### src/rtl/unc_pkg.sv
// Shared types, constants and helpers for the UTF-16 newline converter.
`timescale 1ns / 1ps
`default_nettype none
package unc_pkg;

	// Newline convention codes
	localparam logic [1:0] OS_WIN  = 2'd0;
	localparam logic [1:0] OS_MAC  = 2'd1;
	localparam logic [1:0] OS_UNIX = 2'd2;

	// Configuration register indexes
	localparam logic [1:0] REG_SOURCE_OS  = 2'd0;
	localparam logic [1:0] REG_DEST_OS    = 2'd1;
	localparam logic [1:0] REG_SWAP_BYTES = 2'd2;

	localparam int PADDR_W = 4;
	localparam int PDATA_W = 32;

	// Unit patterns: the BOM in big-endian order, CR and LF in both byte orders
	localparam logic [15:0] BOM_BE   = 16'hFEFF;
	localparam logic [15:0] CR_BE    = 16'h000D;
	localparam logic [15:0] CR_LE    = 16'h0D00;
	localparam logic [15:0] LF_BE    = 16'h000A;
	localparam logic [15:0] LF_LE    = 16'h0A00;

	// Command queue between front and back
	localparam int QDEPTH  = 2;
	localparam int QPTR_W  = $clog2(QDEPTH);
	localparam int QCNT_W  = $clog2(QDEPTH + 1);

	typedef struct packed {
		logic [1:0] source_os;
		logic [1:0] dest_os;
		logic       swap_bytes;
	} cfg_t;

	// One queued command: one or two finished output units
	typedef struct packed {
		logic        two;
		logic [15:0] unit0;
		logic [15:0] unit1;
	} cmd_t;

	// Unused code 3 behaves as unix
	function automatic logic [1:0] os_code(input logic [1:0] v);
		return (v == 2'd3) ? OS_UNIX : v;
	endfunction

	function automatic logic [15:0] out_form(input logic [15:0] u, input logic swap);
		return swap ? {u[7:0], u[15:8]} : u;
	endfunction

endpackage
`default_nettype wire

### src/rtl/unc_front.sv
// Front end: takes items, tracks stream state and builds output commands.
`timescale 1ns / 1ps
`default_nettype none
module unc_front
	import unc_pkg::*;
(
	input  wire logic        clk,
	input  wire logic        arst_n,
	input  wire cfg_t        cfg,
	input  wire logic        in_valid,
	output logic             in_ready,
	input  wire logic [15:0] code_unit,
	input  wire logic        end_of_stream,
	input  wire logic        q_full,
	output logic             q_push,
	output cmd_t             q_cmd
);

	logic        bom_seen_q, big_endian_q, cr_held_q;
	logic        bom_d, be_d, crh_d;
	logic        emit, two;
	logic [15:0] a, b, cr, lf, u;
	logic [1:0]  src, dst;
	logic        accept;

	assign in_ready = !q_full;
	assign accept   = in_valid && in_ready;
	assign u        = code_unit;
	assign src      = os_code(cfg.source_os);
	assign dst      = os_code(cfg.dest_os);
	assign cr       = big_endian_q ? CR_BE : CR_LE;
	assign lf       = big_endian_q ? LF_BE : LF_LE;

	always_comb begin
		emit  = 1'b0;
		two   = 1'b0;
		a     = u;
		b     = lf;
		bom_d = bom_seen_q;
		be_d  = big_endian_q;
		crh_d = cr_held_q;
		if (end_of_stream) begin
			if (cr_held_q) begin
				emit = 1'b1;
				a    = cr;
			end
			bom_d = 1'b0;
			be_d  = 1'b0;
			crh_d = 1'b0;
		end else if (!bom_seen_q) begin
			bom_d = 1'b1;
			be_d  = (u == BOM_BE);
			emit  = 1'b1;
		end else if (cr_held_q) begin
			if (u == lf) begin
				crh_d = 1'b0;
				emit  = 1'b1;
				unique case (dst)
					OS_WIN: begin
						two = 1'b1;
						a   = cr;
					end
					OS_MAC:  a = cr;
					default: a = lf;
				endcase
			end else if (u == cr && src == OS_WIN && dst != OS_WIN) begin
				// first CR goes out, second one stays held
				emit = 1'b1;
				a    = cr;
			end else begin
				crh_d = 1'b0;
				emit  = 1'b1;
				two   = 1'b1;
				a     = cr;
				b     = u;
			end
		end else if (src == OS_WIN) begin
			if (dst != OS_WIN && u == cr)
				crh_d = 1'b1;
			else
				emit = 1'b1;
		end else if (dst == OS_WIN) begin
			emit = 1'b1;
			if ((src == OS_MAC && u == cr) || (src == OS_UNIX && u == lf)) begin
				two = 1'b1;
				a   = cr;
			end
		end else if (src == OS_MAC && dst == OS_UNIX && u == cr) begin
			emit = 1'b1;
			a    = lf;
		end else if (src == OS_UNIX && dst == OS_MAC && u == lf) begin
			emit = 1'b1;
			a    = cr;
		end else begin
			emit = 1'b1;
		end
	end

	assign q_push      = accept && emit;
	assign q_cmd.two   = two;
	assign q_cmd.unit0 = out_form(a, cfg.swap_bytes);
	assign q_cmd.unit1 = out_form(b, cfg.swap_bytes);

	always_ff @(posedge clk or negedge arst_n) begin
		if (!arst_n) begin
			bom_seen_q   <= 1'b0;
			big_endian_q <= 1'b0;
			cr_held_q    <= 1'b0;
		end else if (accept) begin
			bom_seen_q   <= bom_d;
			big_endian_q <= be_d;
			cr_held_q    <= crh_d;
		end
	end

endmodule
`default_nettype wire

### src/rtl/unc_fifo.sv
// Short command queue between front and back.
`timescale 1ns / 1ps
`default_nettype none
module unc_fifo
	import unc_pkg::*;
(
	input  wire logic clk,
	input  wire logic arst_n,
	input  wire logic push,
	input  wire cmd_t push_cmd,
	input  wire logic pop,
	output cmd_t      head,
	output logic      empty,
	output logic      full
);

	cmd_t              mem_q [QDEPTH];
	logic [QPTR_W-1:0] wr_ptr_q, rd_ptr_q;
	logic [QCNT_W-1:0] count_q;

	assign empty = (count_q == '0);
	assign full  = (count_q == QCNT_W'(QDEPTH));
	assign head  = mem_q[rd_ptr_q];

	always_ff @(posedge clk) begin
		if (push)
			mem_q[wr_ptr_q] <= push_cmd;
	end

	always_ff @(posedge clk or negedge arst_n) begin
		if (!arst_n) begin
			wr_ptr_q <= '0;
			rd_ptr_q <= '0;
			count_q  <= '0;
		end else begin
			if (push)
				wr_ptr_q <= (wr_ptr_q == QPTR_W'(QDEPTH - 1)) ? '0 : wr_ptr_q + 1'b1;
			if (pop)
				rd_ptr_q <= (rd_ptr_q == QPTR_W'(QDEPTH - 1)) ? '0 : rd_ptr_q + 1'b1;
			if (push && !pop)
				count_q <= count_q + 1'b1;
			else if (pop && !push)
				count_q <= count_q - 1'b1;
		end
	end

endmodule
`default_nettype wire

### src/rtl/unc_back.sv
// Back end: plays out the one or two units of each queued command.
`timescale 1ns / 1ps
`default_nettype none
module unc_back
	import unc_pkg::*;
(
	input  wire logic        clk,
	input  wire logic        arst_n,
	input  wire cmd_t        head,
	input  wire logic        empty,
	output logic             pop,
	output logic             out_valid,
	input  wire logic        out_ready,
	output logic [15:0]      out_unit,
	output logic             last_of_run
);

	logic idx_q;
	logic take;

	assign out_valid   = !empty;
	assign out_unit    = idx_q ? head.unit1 : head.unit0;
	assign last_of_run = !head.two || idx_q;
	assign take        = out_valid && out_ready;
	assign pop         = take && last_of_run;

	always_ff @(posedge clk or negedge arst_n) begin
		if (!arst_n)
			idx_q <= 1'b0;
		else if (take)
			idx_q <= !last_of_run;
	end

endmodule
`default_nettype wire

### src/rtl/utf16_newline_converter.sv
// Top level: APB register file, front end, command queue and back end.
// A result item is written to the command queue when its input item is taken
// and is offered after the commands ahead of it. One result item per cycle
// while out_ready is high; an input item causes zero, one or two results.
// A two-entry command queue lets input continue while output stalls, until it fills.
// Reset (arst_n low, asynchronous) clears registers, stream state and queue.
`timescale 1ns / 1ps
`default_nettype none
module utf16_newline_converter
	import unc_pkg::*;
(
	input  wire logic               clk,
	input  wire logic               arst_n,
	input  wire logic               psel,
	input  wire logic               penable,
	input  wire logic               pwrite,
	input  wire logic [PADDR_W-1:0] paddr,
	input  wire logic [PDATA_W-1:0] pwdata,
	output logic      [PDATA_W-1:0] prdata,
	output logic                    pready,
	input  wire logic               in_valid,
	output logic                    in_ready,
	input  wire logic [15:0]        code_unit,
	input  wire logic               end_of_stream,
	output logic                    out_valid,
	input  wire logic               out_ready,
	output logic      [15:0]        out_unit,
	output logic                    last_of_run
);

	cfg_t       cfg_q;
	logic [1:0] reg_idx;
	logic       wr_en;
	logic       q_push, q_pop, q_empty, q_full;
	cmd_t       q_cmd, q_head;

	assign pready  = 1'b1;
	assign reg_idx = paddr[3:2];
	assign wr_en   = psel && penable && pwrite && pready;

	always_ff @(posedge clk or negedge arst_n) begin
		if (!arst_n) begin
			cfg_q <= '0;
		end else if (wr_en) begin
			unique case (reg_idx)
				REG_SOURCE_OS:  cfg_q.source_os  <= pwdata[1:0];
				REG_DEST_OS:    cfg_q.dest_os    <= pwdata[1:0];
				REG_SWAP_BYTES: cfg_q.swap_bytes <= pwdata[0];
				default: ;
			endcase
		end
	end

	always_comb begin
		prdata = '0;
		unique case (reg_idx)
			REG_SOURCE_OS:  prdata = PDATA_W'(cfg_q.source_os);
			REG_DEST_OS:    prdata = PDATA_W'(cfg_q.dest_os);
			REG_SWAP_BYTES: prdata = PDATA_W'(cfg_q.swap_bytes);
			default:        prdata = '0;
		endcase
	end

	unc_front u_front (
		.clk           (clk),
		.arst_n        (arst_n),
		.cfg           (cfg_q),
		.in_valid      (in_valid),
		.in_ready      (in_ready),
		.code_unit     (code_unit),
		.end_of_stream (end_of_stream),
		.q_full        (q_full),
		.q_push        (q_push),
		.q_cmd         (q_cmd)
	);

	unc_fifo u_fifo (
		.clk      (clk),
		.arst_n   (arst_n),
		.push     (q_push),
		.push_cmd (q_cmd),
		.pop      (q_pop),
		.head     (q_head),
		.empty    (q_empty),
		.full     (q_full)
	);

	unc_back u_back (
		.clk         (clk),
		.arst_n      (arst_n),
		.head        (q_head),
		.empty       (q_empty),
		.pop         (q_pop),
		.out_valid   (out_valid),
		.out_ready   (out_ready),
		.out_unit    (out_unit),
		.last_of_run (last_of_run)
	);

endmodule
`default_nettype wire
### config.mk
export PLATFORM = sky130hd
export DESIGN_NAME = utf16_newline_converter
export DESIGN_NICKNAME = d
export VERILOG_FILES = /design/src/rtl/unc_pkg.sv /design/src/rtl/unc_front.sv /design/src/rtl/unc_fifo.sv /design/src/rtl/unc_back.sv /design/src/rtl/utf16_newline_converter.sv
export SDC_FILE = /design/constraint.sdc
export NUM_CORES = 1
export LEC_CHECK = 0
export ABC_CLOCK_PERIOD_IN_PS = 2700
export BUFFER_PORTS_ARGS = -buffer_cell sky130_fd_sc_hd__buf_2
export CORE_MARGIN = 8
export CORE_UTILIZATION = 49
export DETAILED_ROUTE_END_ITERATION = 10
export PLACE_DENSITY = 0.87
export SLEW_MARGIN = 25
export SYNTH_ARGS = -nofsm -noshare
export SYNTH_HDL_FRONTEND = slang
export SYNTH_SLANG_ARGS = --single-unit
### constraint.sdc
create_clock -name clk -period 2.7 [get_ports clk]
set_input_delay 0 -clock clk [delete_from_list [all_inputs] [get_ports clk]]
set_output_delay 0 -clock clk [all_outputs]
set_load 0.02 [all_outputs]
Word level (Yosys, flattened, before mapping)
Memories as Yosys holds them, arrays and structs flattened.
Index checks and enable logic that the tools add are counted.

cells by class
  add/sub/neg operators = 4
  $mul = 0
  divide/modulo/power cells = 0
  magnitude comparators = 0
  equality and inequality tests = 13
  shifts and indexed selects = 0
  muxes and demuxes = 55
  bitwise gates (word level) = 0
  reductions and logical operators = 38

operators with widths
  cell                  number
  $mux 16               19
  $eq 16x16->1          2
  $mux 1                29
  $mux 12               2
  $logic_and 1x1->1     17
  $eq 16x16->1 const B  1
  $eq 2x2->1 const B    6
  $reduce_and 2->1      5
  $logic_not 2->1       4
  $mux 2                4
  $eq 2x1->1 const B    3
  $logic_not 1->1       6
  $pmux 2 s3            1
  $reduce_bool 2->1     3
  $add 1x1->1 const B   2
  $add 2x1->2 const B   1
  $logic_or 1x1->1      2
  $ne 2x2->1 const B    1
  $reduce_or 2->1       1
  $sub 2x1->2 const B   1

storage, ports and cells
  bits in registers = 13
  latch bits = 0
  RAM bits = 66
  ROM bits = 0
  input port bits = 60
  output and inout bits = 52
  word-level logic and storage cells = 121
  memories = 1

memories
  memory        words  width  rd ports  clocked after memory_dff  wr ports  RTL line        source
  u_fifo.mem_q  2      33     1         0                         1         unc_fifo.sv:17  cmd_t mem_q [QDEPTH];

Depth between registers and ports, before layout
  depth in word-level cells = 14
  gate-level depth with buffers = 12
  mapped depth without buffers = 10

By module
Synthesis repeated with hierarchy kept, for this count alone.

unflattened totals
  cells, all modules = 376
  area, all modules = 4750.8 µm²

by module, submodules not included
  module                   times used  cells each  area an instance (µm²)  seq. area each (µm²)
  unc_fifo                 1           119         2720.1                  2082.0
  unc_front                1           180         1239.9                  75.1
  utf16_newline_converter  1           52          484.2                   125.1
  unc_back                 1           25          306.5                   25.0

Worst setup path before layout
Ideal clock, no wire load.

  path type = reg-to-reg
  start point = register u_front.big_endian_q
  end point = memory u_fifo.mem_q[0][0] (netlist bit) (enable)
  library setup time = 0.423 ns
  arrival time = 2.534 ns
  data required time = 2.277 ns
  slack = -0.257 ns
  stages on the path, launching flop included = 7
  path buffers = 0
  period minus slack after synthesis = 2.957 ns
  path through = dfrtp_1 > nor2_1 > nand4_1 > a2111oi_4 > a21oi_1 > o21ai_1 > nor2_1

between the ends
  cells in the longest elaborated chain, start to end = 11

RTL lines
  what                          RTL line          source
  start: declaration            unc_front.sv:19   logic bom_seen_q, big_endian_q, cr_held_q;
  start signal: assignment      unc_front.sv:107  big_endian_q <= 1'b0;
  start signal: assignment      unc_front.sv:111  big_endian_q <= be_d;
  $mux 12                       unc_front.sv:31   assign cr = big_endian_q ? CR_BE : CR_LE;
  $eq 16x16->1                  unc_front.sv:78   if (dst != OS_WIN && u == cr)
  $logic_and 1x1->1             unc_front.sv:78
  $mux 1                        unc_front.sv:78
  $mux 1                        unc_front.sv:77   end else if (src == OS_WIN) begin
  $mux 1                        unc_front.sv:54   end else if (cr_held_q) begin
  $mux 1                        unc_front.sv:50   end else if (!bom_seen_q) begin
  $mux 1                        unc_front.sv:42   if (end_of_stream) begin
  $logic_and 1x1->1             unc_front.sv:99   assign q_push = accept && emit;
  $mux 1                        unc_fifo.sv:26    if (push)
  $mux 1 (implied by the code)  unc_fifo.sv:27    mem_q[wr_ptr_q] <= push_cmd;
  end: declaration              unc_fifo.sv:17

No other way between the ends.

==> flow_summary.yaml <==
drt:
  wl_per_cell_um: 18.81
  met2WireLength_mm: 5.271
  num_vias: 3291
  detailroute.wirelength.met3_um: 808
  routed.top_layer: "met4"
  drt.antenna.violating_nets: 0
  drc: 0
  routed_wl_mm: 10.59
  detail_route.iter0.violations: 255
  detail_route.first_pass.iterations: 5
  via_per_inst: 5.845
  wl_met1_mm: 4.212
sta:
  hold_ws_ns: 0.02353
  layout_worst_path_cycle_share: 0.9548
  worst_slew_margin_rel: 0.4645
  max_freq_ghz: 0.3879
  finalMaxSlewViolations: 0
  min_period_ns: 2.578
  final.setup_skew_ns: 0.009211
  setup-violations-final: 0
  finalHoldViolations: 0
  setup_slack_ns: 0.1220
  tightest_slew_ns: 0.8032
synth:
  netlist_top_cells_area: "sky130_fd_sc_hd__edfxtp_1, sky130_fd_sc_hd__mux4_2, sky130_fd_sc_hd__dfrtp_1"
  synth-xor-area-share: 0.009631
  ys.flop_type: "sky130_fd_sc_hd__edfxtp_1"
  syn-mean-instance-area_um2: 11.97
  synth_compound_area_frac: 0.1123
  syn-cell-area_um2: 4547
  synth_top_family_by_area: "multiplexers"
  synth_mux_area_frac: 0.1442
  synth-seq-area-share: 0.5074
  postSynthRegisterBits: 79
  ys_types: 64
  synth_warn: 0
  synth-edff-count: 66
  post_synth_and_or_nand_nor_area_fraction: 0.1373
  synth_largest_area_cell: "sky130_fd_sc_hd__edfxtp_1"
  postSynth.asyncResetShare: 0.1646
  post_synth_inst_count: 380
  synth_fa_ha_area_frac: 0.002752
  synth.top_cell.area_share: 0.4359
global_routing:
  grt_pass1_vias: 3379
  grt_pass1_wl_mm: 16.99
  grt_util_all_layers: 0.1714
  grt_max_degree: 34
  number_of_antenna_violations_at_the_first_check_in_global_routing: 0
  grt_overflow_total: 0
clock_tree:
  cts_buffer_depth: 2
  numCtsBuffers: 9
  clk_pin_slew_ns: 0.09
  cts_sinks: 79
  cts_tree: "done"
  clk-insertion-delay-late_ns: 0.36
  cts_htree_levels: 3
  clock_root_buffer: "sky130_fd_sc_hd__clkbuf_8"
floorplan:
  core_region_um2: 9109
  initial_utilization: 0.4992
  ioPinCount: 112
  die_w_um: 112.3
  dieHeight_um: 112.3
  placementRows: 35
  die_outline_area_um2: 12620
power:
  power_per_unit_of_standard_cell_area_nw_per_um2: 889.3
  power_after_layout_uw: 4632
  peak_ir_drop_on_the_vdd_network_uv: 313.0
  leakage_uw: 0.002019
layout:
  post_route_cells_drive_above_1_share: 0.2898
  fin_util: 0.5718
  flow.area_growth_from_synthesis_pct: 14.56
  design_area_um2: 5209
  num-fill-cells: 771
  layout.nets: 508
  antenna-diode-count: 0
critical_path:
  worstSetupPathType: "reg2reg"
  worstPathArrival_ns: 2.65
  startpoint_type: "register"
  critical_path.max_stage_delay_ns: 0.40
  critPathSlowestCell: "sky130_fd_sc_hd__dfrtp_1"
  crit_path_max_fanout: 13
  critPathCaptureType: "register"
  crit_top_cell: "sky130_fd_sc_hd__mux2i_1"
  critical_path_cell_sequence: "buf_6, nor4b_1, o2bb2ai_1, buf_4, nor2b_1, or4_1, mux2i_1, mux2i_1"
  worst_endpoint_required_time_ns: 2.77
placement:
  place_congestion: 0.9547
  numPortBuffers: 48
  post_dp_cell_area_um2: 4893
  dp_slack_ns: 0.1308
  post-dp-hpwl_mm: 7.717
run_status:
  outcome: "completed"
job:
  drv_cap: 0
worst_hold_path:
  class_of_the_most_critical_hold_timing_path: "in2reg"
-- critical path, delay by kind of cell (launching register included) --
family | cells | cell delay (ns)
AOI/OAI and AO/OA | 1 | 0.21
buffers and inverters | 2 | 0.38
DFF | 1 | 0.40
muxes | 2 | 0.41
and+or+nand+nor | 3 | 0.90
-- layer usage --
metal  vias up  track usage
met5         -            0
met4         0      0.07644
met3        28      0.04240
met2       166       0.2914
met1      1591       0.2010
li1       1506            -
-- state kept, by name, indices dropped and copies added, names as in the netlist --
name	cells
u_front.bom_seen_q	1
cfg_q	5
u_fifo.count_q	2
u_fifo.rd_ptr_q	1
u_front.big_endian_q	1
u_fifo.mem_q	66
u_back.idx_q	1
u_front.cr_held_q	1
u_fifo.wr_ptr_q	1
-- layout by cell type (no fill, tap or decap), types with 3 or more instances in the layout --
master                           n
sky130_fd_sc_hd__dlygate4sd3_1   6
sky130_fd_sc_hd__nor4_1          4
sky130_fd_sc_hd__xnor2_1         3
sky130_fd_sc_hd__inv_1           8
sky130_fd_sc_hd__a2111oi_4       3
sky130_fd_sc_hd__mux2_2          4
sky130_fd_sc_hd__mux4_2         16
sky130_fd_sc_hd__nand4_1         4
sky130_fd_sc_hd__nor3b_1         3
sky130_fd_sc_hd__buf_4          24
sky130_fd_sc_hd__conb_1         31
sky130_fd_sc_hd__mux2i_1        25
sky130_fd_sc_hd__or2_2           3
sky130_fd_sc_hd__dfrtp_1        13
sky130_fd_sc_hd__clkbuf_8        9
sky130_fd_sc_hd__buf_2          48
sky130_fd_sc_hd__a21oi_1         9
sky130_fd_sc_hd__nand3b_1        4
sky130_fd_sc_hd__and2_1          4
sky130_fd_sc_hd__nand2_1        25
sky130_fd_sc_hd__nor2_2          4
sky130_fd_sc_hd__a211oi_1        3
sky130_fd_sc_hd__o21ai_0        15
sky130_fd_sc_hd__nor2b_1         9
sky130_fd_sc_hd__edfxtp_1       66
sky130_fd_sc_hd__nand3_1         6
sky130_fd_sc_hd__nor2_1         34
sky130_fd_sc_hd__o31ai_1         4
sky130_fd_sc_hd__nor3_1          6
sky130_fd_sc_hd__a31oi_1         5
-- cells by family (layout without fill, tap and decap cells) --
kind of cell,count (synthesis),count (layout)
multiplexers,45,45
XOR/XNOR,5,5
adder cells (fa/ha/maj),1,1
buffers and inverters,64,107
other,2,31
flip-flops,79,79
AO/OA/AOI/OAI,64,64
AND/OR/NAND/NOR,120,120
-- cell usage after synthesis (3+ instances only) --
cell and n:
sky130_fd_sc_hd__mux2_2 4, sky130_fd_sc_hd__nand2_1 25, sky130_fd_sc_hd__a2111oi_4 3, sky130_fd_sc_hd__edfxtp_1 66, sky130_fd_sc_hd__mux4_2 16, sky130_fd_sc_hd__nand4_1 4
sky130_fd_sc_hd__and2_1 4, sky130_fd_sc_hd__buf_4 33, sky130_fd_sc_hd__inv_1 8, sky130_fd_sc_hd__dfrtp_1 13, sky130_fd_sc_hd__or2_2 3, sky130_fd_sc_hd__o31ai_1 4
sky130_fd_sc_hd__a211oi_1 3, sky130_fd_sc_hd__xnor2_1 3, sky130_fd_sc_hd__nor3b_1 3, sky130_fd_sc_hd__a31oi_1 5, sky130_fd_sc_hd__nor2b_1 9, sky130_fd_sc_hd__a21oi_1 9
sky130_fd_sc_hd__nor2_1 37, sky130_fd_sc_hd__nand3b_1 4, sky130_fd_sc_hd__buf_2 4, sky130_fd_sc_hd__nor3_1 6, sky130_fd_sc_hd__nor4_1 4, sky130_fd_sc_hd__o21ai_0 15
sky130_fd_sc_hd__nand3_1 6, sky130_fd_sc_hd__mux2i_1 25, sky130_fd_sc_hd__clkbuf_1 15
-- through the flow --
step | setup TNS, ns | cells
floorplan | -16.97 | 409
global placement | 0 | 537
detailed placement | 0 | 537
CTS | 0 | 559
global route | -0.009904 | 563
finish | 0 | 563
-- report_power, final --
part           total, uW  leakage [uW]  internal (uW)  switching, uW
combinational       1900       0.00115            793           1110
clock                911      0.000102            440            472
sequential          1820      0.000771           1660            162
-- final timing paths --
kind | start | end | slack [ns] | depth (start not counted)
max | u_front.big_endian_q | u_fifo.mem_q[1][9] | 0.12 | 8
min | paddr[3] | cfg_q[0] | 0.02 | 3
max reg2reg | u_front.big_endian_q | u_fifo.mem_q[1][9] | 0.12 | 8
min reg2reg | u_fifo.count_q[1] | u_fifo.count_q[1] | 0.49 | 1
max in group asynchronous | arst_n | cfg_q[2] | 2.38 | 2
min in group asynchronous | arst_n | u_back.idx_q | 0.07 | 2
-- repair_timing --
item,in CTS,in global routing
endpoints found under the hold margin,21,0
endpoints found under the setup margin,0,7
buffers inserted,0,4
gates resized for setup,0,5
hold buffers,6,0
-- area by class of cell --
cell class              count  area (um2)  share of cell area
flip-flops and latches     79        2307              0.4429
multi-input cells         266        1982              0.3805
repair buffers             82       543.0              0.1043
well taps                 111       138.9             0.02666
clock buffers               9       123.9             0.02378
clock inverters             7       80.08             0.01537
inverters                   9       33.78            0.006486
Note: power is estimated with default switching activity, not from simulation.
